==> src/rtl/bzs_pkg.sv <==
// Shared types and arithmetic for the cubic Bezier subdivision pipeline.
package bzs_pkg;

    localparam int unsigned CoordW = 32;
    localparam int unsigned ParamW = 17;
    localparam int unsigned FracW  = 16;
    localparam logic [ParamW-1:0] OneQ16 = 17'h10000;
    localparam int unsigned NumSlots = 7;

    // Command codes
    localparam logic CmdSplit   = 1'b0;
    localparam logic CmdSubpath = 1'b1;

    // Ratio source for the subpath cut
    typedef enum logic [1:0] {
        RATIO_DIV  = 2'd0,
        RATIO_ZERO = 2'd1,
        RATIO_ONE  = 2'd2
    } t_ratio_sel;

    // Seven working coordinates of one axis
    typedef logic [NumSlots-1:0][CoordW-1:0] t_slots;

    // Floor lerp: a + floor(t * (b - a) / 2^16), always within [a, b]
    function automatic logic [CoordW-1:0] lerp(input logic [CoordW-1:0] a,
                                               input logic [CoordW-1:0] b,
                                               input logic [ParamW-1:0] t);
        logic signed [CoordW:0]   diff;
        logic signed [CoordW+ParamW+1:0] prod;
        diff = $signed({b[CoordW-1], b}) - $signed({a[CoordW-1], a});
        prod = diff * $signed({1'b0, t});
        return a + prod[CoordW+FracW-1:FracW];
    endfunction

endpackage

==> src/rtl/bzs_out.sv <==
// Output serializer: holds one finished curve set and sends one point per transfer.
module bzs_out (
    input  logic                 i_clk,
    input  logic                 i_rst_n,
    input  logic                 i_valid,
    input  logic                 i_cmd,
    input  bzs_pkg::t_slots      i_px,
    input  bzs_pkg::t_slots      i_py,
    output logic                 o_take,
    output logic                 o_m_tvalid,
    input  logic                 i_m_tready,
    output logic [63:0]          o_m_tdata,   // point_x, point_y
    output logic [2:0]           o_m_tuser,   // half, point_index[1:0]
    output logic                 o_m_tlast
);
    import bzs_pkg::*;

    logic [CoordW-1:0] r_bx [0:7];
    logic [CoordW-1:0] r_by [0:7];
    logic              r_busy;
    logic              r_cmd;
    logic [2:0]        r_cnt;
    logic              is_last;
    logic              xfer;

    assign xfer    = r_busy && i_m_tready;
    assign is_last = (r_cmd == CmdSubpath) ? (r_cnt == 3'd3) : (r_cnt == 3'd7);
    assign o_take  = i_valid && (!r_busy || (xfer && is_last));

    // Control: busy flag and point counter
    always_ff @(posedge i_clk) begin
        if (!i_rst_n) begin
            r_busy <= 1'b0;
            r_cnt  <= 3'd0;
        end else if (o_take) begin
            r_busy <= 1'b1;
            r_cnt  <= 3'd0;
        end else if (xfer) begin
            r_busy <= !is_last;
            r_cnt  <= r_cnt + 3'd1;
        end
    end

    // Payload: split maps slots {0,1,2,3,3,4,5,6}; subpath uses slots 0..3
    always_ff @(posedge i_clk) begin
        if (o_take) begin
            r_cmd <= i_cmd;
            for (int k = 0; k < 4; k++) begin
                r_bx[k] <= i_px[k];
                r_by[k] <= i_py[k];
            end
            r_bx[4] <= i_px[3];
            r_by[4] <= i_py[3];
            for (int k = 5; k < 8; k++) begin
                r_bx[k] <= i_px[k-1];
                r_by[k] <= i_py[k-1];
            end
        end
    end

    assign o_m_tvalid = r_busy;
    assign o_m_tdata  = {r_by[r_cnt], r_bx[r_cnt]};
    assign o_m_tuser  = {r_cnt[1:0], r_cnt[2]};
    assign o_m_tlast  = is_last;

endmodule

==> config.mk <==
export PLATFORM = sky130hd
export DESIGN_NAME = bzs_out
export DESIGN_NICKNAME = d
export VERILOG_FILES = /design/src/rtl/bzs_pkg.sv /design/src/rtl/bzs_out.sv
export SDC_FILE = /design/constraint.sdc
export NUM_CORES = 1
export LEC_CHECK = 0
export BUFFER_PORTS_ARGS = -buffer_cell sky130_fd_sc_hd__buf_2
export CORE_AREA = 5 5 200 202
export CTS_CLUSTER_DIAMETER = 150
export DETAILED_ROUTE_END_ITERATION = 8
export DIE_AREA = 0 0 205 207
export PLACE_DENSITY = 0.71
export SETUP_SLACK_MARGIN = 0.15
export SLEW_MARGIN = 10
export SYNTH_ARGS = -nofsm -noshare
export SYNTH_HDL_FRONTEND = slang
export SYNTH_SLANG_ARGS = --single-unit
==> constraint.sdc <==
create_clock -name i_clk -period 15.7 [get_ports i_clk]
set_clock_uncertainty 0.1 [all_clocks]
set_input_delay 1.57 -clock i_clk [delete_from_list [all_inputs] [get_ports i_clk]]
set_output_delay 1.57 -clock i_clk [all_outputs]
set_load 0.005 [all_outputs]
==> results.md <==
- The flow ran to the end, and the final reports show no timing, DRC or antenna violations.
- The aggregate global routing overflow is 0.
- For the pin with the worst max-slew slack, the measured transition is 1.10 ns.
- For this design the ratio of total power to cell area is 123 mW/mm².
- The vertical die dimension is 207 µm.
- The remaining number of nets flagged by the antenna check after routing is 0.
- The effective utilization at floorplan is 46.2%.
- The count of hold buffers inserted by post-cts repair is 0.
- The clock tree synthesis step divided the H-tree into 2 levels.
- In this design, the stage delay of the slowest critical-path cell is 1.01 ns.
- For the worst setup path, the data required time is 14.03 ns.
- The final cycle utilization of the critical path is 33.2%.
- For this run, the top clock speed supported by timing is 192 MHz.
- TritonCTS built the clock tree.
- The adder-cell share of the synthesized area is 0.0711%.
- The worst setup path is launched from a flop.
- The ratio of cells with drive above 1 in the final layout is 61.8%.
- In this run, CTS created clock tree buffers numbering 47.
- In this run, the number of DRC markers left after iteration 0 of detailed routing was 652.
- The post-synthesis compound-gate area fraction is 0.242%.
- For the worst-skew pair, the clock arrives at the later sink with an insertion delay of 0.55 ns.
- The worst hold path cell count is 2.
- The number of nets produced by synthesis is 1158.
- The share of synthesized area spent on multiplexers is 20.5%.
- By area, the combinational part of the netlist is dominated by multiplexers.
- Global routing used 19.8% of the available tracks.
- edfxtp_1 takes more of the synthesized area than any other cell.
- The post-cts repair resize count is 0.
- The fraction of synthesized cell area taken by the top area cell type is 76.7%.
- Buffers placed on the I/O ports in this run total 522.
- The first global-routing pass estimated 62600 µm of wire.
- The setup slack of the worst register-to-register path is 12.08 ns.
- Measured on the finished design, the core utilization comes to 58.6%.
- The congestion estimate from routability-driven global placement came to 0.834.
- After layout, the minimum clock period comes to 5.22 ns.
- The critical path goes through buf_4 -> mux4_2 -> mux2_2 -> buf_2.
- Headroom to the max-slew limit came out at 26.4%.
- In this run the cell area of the synthesized design comes to 0.0176 mm².
- The share of the yosys chip area belonging to registers is 77.5%.
- The standard-cell row count is 72.
- In the routed design, unresolved DRC markers number 0.
- The maximum count of clock buffers along a single path is 3.
- The post-synthesis cell type count is 24.
- The average cell area after synthesis is 25.0 µm².
- The launch instance of the worst register-to-register path is r_cnt[0].
- The maximum number of pins on one net before global-route repair is 174.
- The mean number of vias per cell is 5.23.
- The source of the worst hold timing path is r_cnt[1].
- The final-report hold violation count was 0.
- The maximum ir drop on the vdd rail is 0.112 mV.
- Dividing the detail-routed wire length by the instance count gives 23.6 µm.
- The placed wire-length estimate after detailed placement is 30500 µm.
- Synthesis inferred 456 register bits.
- In the post-synthesis netlist, the biggest area contributors are edfxtp_1 (77%), mux4_2 (16%), mux2_2 (4.1%), dfxtp_1 (0.80%), buf_6 (0.77%).
- The number of global-route vias before repair was 10236.
- Summing the areas of all and, or, nand and nor instances in the mapped netlist gives 0.299% of the synthesized area.
- The worst slack at placement is 10.91 ns.
- After technology mapping, the gate count stands at 704.
- The class of the most critical hold timing path is flop to flop.
- Summing the areas of all xor and xnor instances in the mapped netlist gives 0.0996% of the synthesized area.
- The total negative slack is 0 ns.
- Before antenna repair, the detailed router went through 5 iterations.
- The routed via count is 9500.
- The die covers 0.0424 mm².
- The worst-path cell with the longest stage delay is dfxtp_4.
- Wires add up to 42800 µm.
- The clock transition time at the flip-flop clock pins of the worst setup and hold paths is 0.06 ns.
- During synthesis, Yosys emitted a total of 0 warnings.
- The terminus of the critical flop-to-flop path is r_by[5][16].
- After the last flow step, the layout net total stands at 1702.
- The TritonCTS sink count is 456.
- The number of slew-limit violations in the final report came to 0.
- Relative to the synthesized area, the layout overhead comes to 26.9%.
- 523 I/O pins were placed.
- The width of the die is 205 µm.
- Data arrives at the worst endpoint at 3.55 ns.
- The tool flagged a number of max-cap violations equal to 0.
- The post-layout worst setup margin is 10.48 ns.
- Of all nets on the critical path, the largest fanout is 48.
- The initial antenna violation count is 23.
- The worst register-to-register path has a depth of 6.
- The worst setup path is of the flop to output pin kind.
- Setup violations remaining at the end of the flow were counted as 0.
- The post-CTS setup buffer count is 0.
- The master cell of the clock root buffer is clkbuf_16.
- The capturing element type of the critical path is an output pin.
- In this run the static leakage power is 8.14 nW.
- Setup repair after global routing left no endpoint under its margin.
- The core region is 0.0381 mm².
flip-flops by register name, summed over array words and instances, names as in the netlist, named ones only:
register,flops
o_m_tvalid,1
r_bx,224
r_by,224
r_cmd,1
r_cnt,3
synth_stat cells:
cell      number
ha_1           1
xnor2_1        1
buf_6         12
a21boi_0       2
nor2_1         2
nand2b_1       1
mux4_2       128
nand3_1        3
a211o_1        1
o311ai_0       1
edfxtp_1     449
o21ai_0        1
dfxtp_1        7
clkbuf_1      11
inv_1          1
and2_1         1
nand2_1        3
xor2_1         1
buf_2          4
mux2_2        64
a21oi_1        1
buf_4          2
buf_1          6
nor2b_1        1
routing by layer:
layer  wire [µm]  track usage, %  vias up
met5          91               0        -
met2       22700            33.9      430
li1            -               -     4155
met3        3500            4.91       94
met1       15400            24.1     4807
met4        1190            8.27       14
metrics by stage:
stage / total power [W] / std cells / cell area (µm²) / hold WS (ns)
final: 0.00274 / 1818 / 22300 / 0.401
after global routing: 0.00285 / 1817 / 22300 / 0.452
after global placement: 0.00164 / 1717 / 20700 / 0.390
after floorplan: 0.00158 / 704 / 17600 / 0.383
after detailed placement: 0.00164 / 1717 / 20700 / 0.387
after CTS: 0.00277 / 1802 / 22300 / 0.403
final cells by class:
| class | count | area (µm²) |
|---|---|---|
| Sequential cell | 456 | 13600 |
| Fill cell | 2844 | 15800 |
| Clock buffer | 63 | 1320 |
| Multi-Input combinational cell | 212 | 3730 |
| Timing Repair Buffer | 530 | 2690 |
| Inverter | 1 | 3.75 |
| Tap cell | 518 | 648 |
| Clock inverter | 22 | 262 |
| Antenna cell | 16 | 40.0 |
worst max-delay path by stage:
| stage | end | slack [ns] | depth (start not counted) |
|---|---|---|---|
| finish | o_m_tdata[6] | 10.48 | 4 |
| global route | o_m_tdata[5] | 10.17 | 4 |
| CTS | o_m_tdata[5] | 10.33 | 4 |
| detailed placement | r_by[5][16] | 10.91 | 6 |
| global placement | o_m_tdata[21] | 11.02 | 4 |
| floorplan | o_take | 2.02 | 3 |
cell usage in the layout, fill, tap and decap left out, types with 2 or more instances in the layout:
master / synthesis / layout
a21boi_0: 2 / 2
buf_2: 4 / 522
buf_4: 2 / 7
bufinv_16: 0 / 6
clkbuf_1: 11 / 10
clkbuf_16: 0 / 49
clkbuf_8: 0 / 4
clkinv_1: 0 / 7
clkinv_2: 0 / 6
dfxtp_1: 7 / 4
dfxtp_4: 0 / 3
diode_2: 0 / 16
edfxtp_1: 449 / 449
mux2_2: 64 / 64
mux4_2: 128 / 128
nand2_1: 3 / 3
nand3_1: 3 / 3
nor2_1: 2 / 2
worst max-delay path: cells and delay by family, from the launching register on:
family,cells,cell delay [ns]
DFF,1,1.01
buffers and inverters,2,0.94
muxes,2,0.91
cell families after synthesis:
logic type / Yosys count
multiplexers: 192
AO/OA/AOI/OAI: 6
XOR/XNOR: 2
AND/OR/NAND/NOR: 11
buffers and inverters: 36
flip-flops: 456
adder cells (fa/ha/maj): 1
report_power, final:
part | internal (W) | total (W) | switching (W)
Sequential | 0.00142 | 0.00144 | 0.0000244
Combinational | 0.0000968 | 0.000171 | 0.0000743
Clock | 0.000687 | 0.00113 | 0.000443
Note: power is estimated with default switching activity, not from simulation.
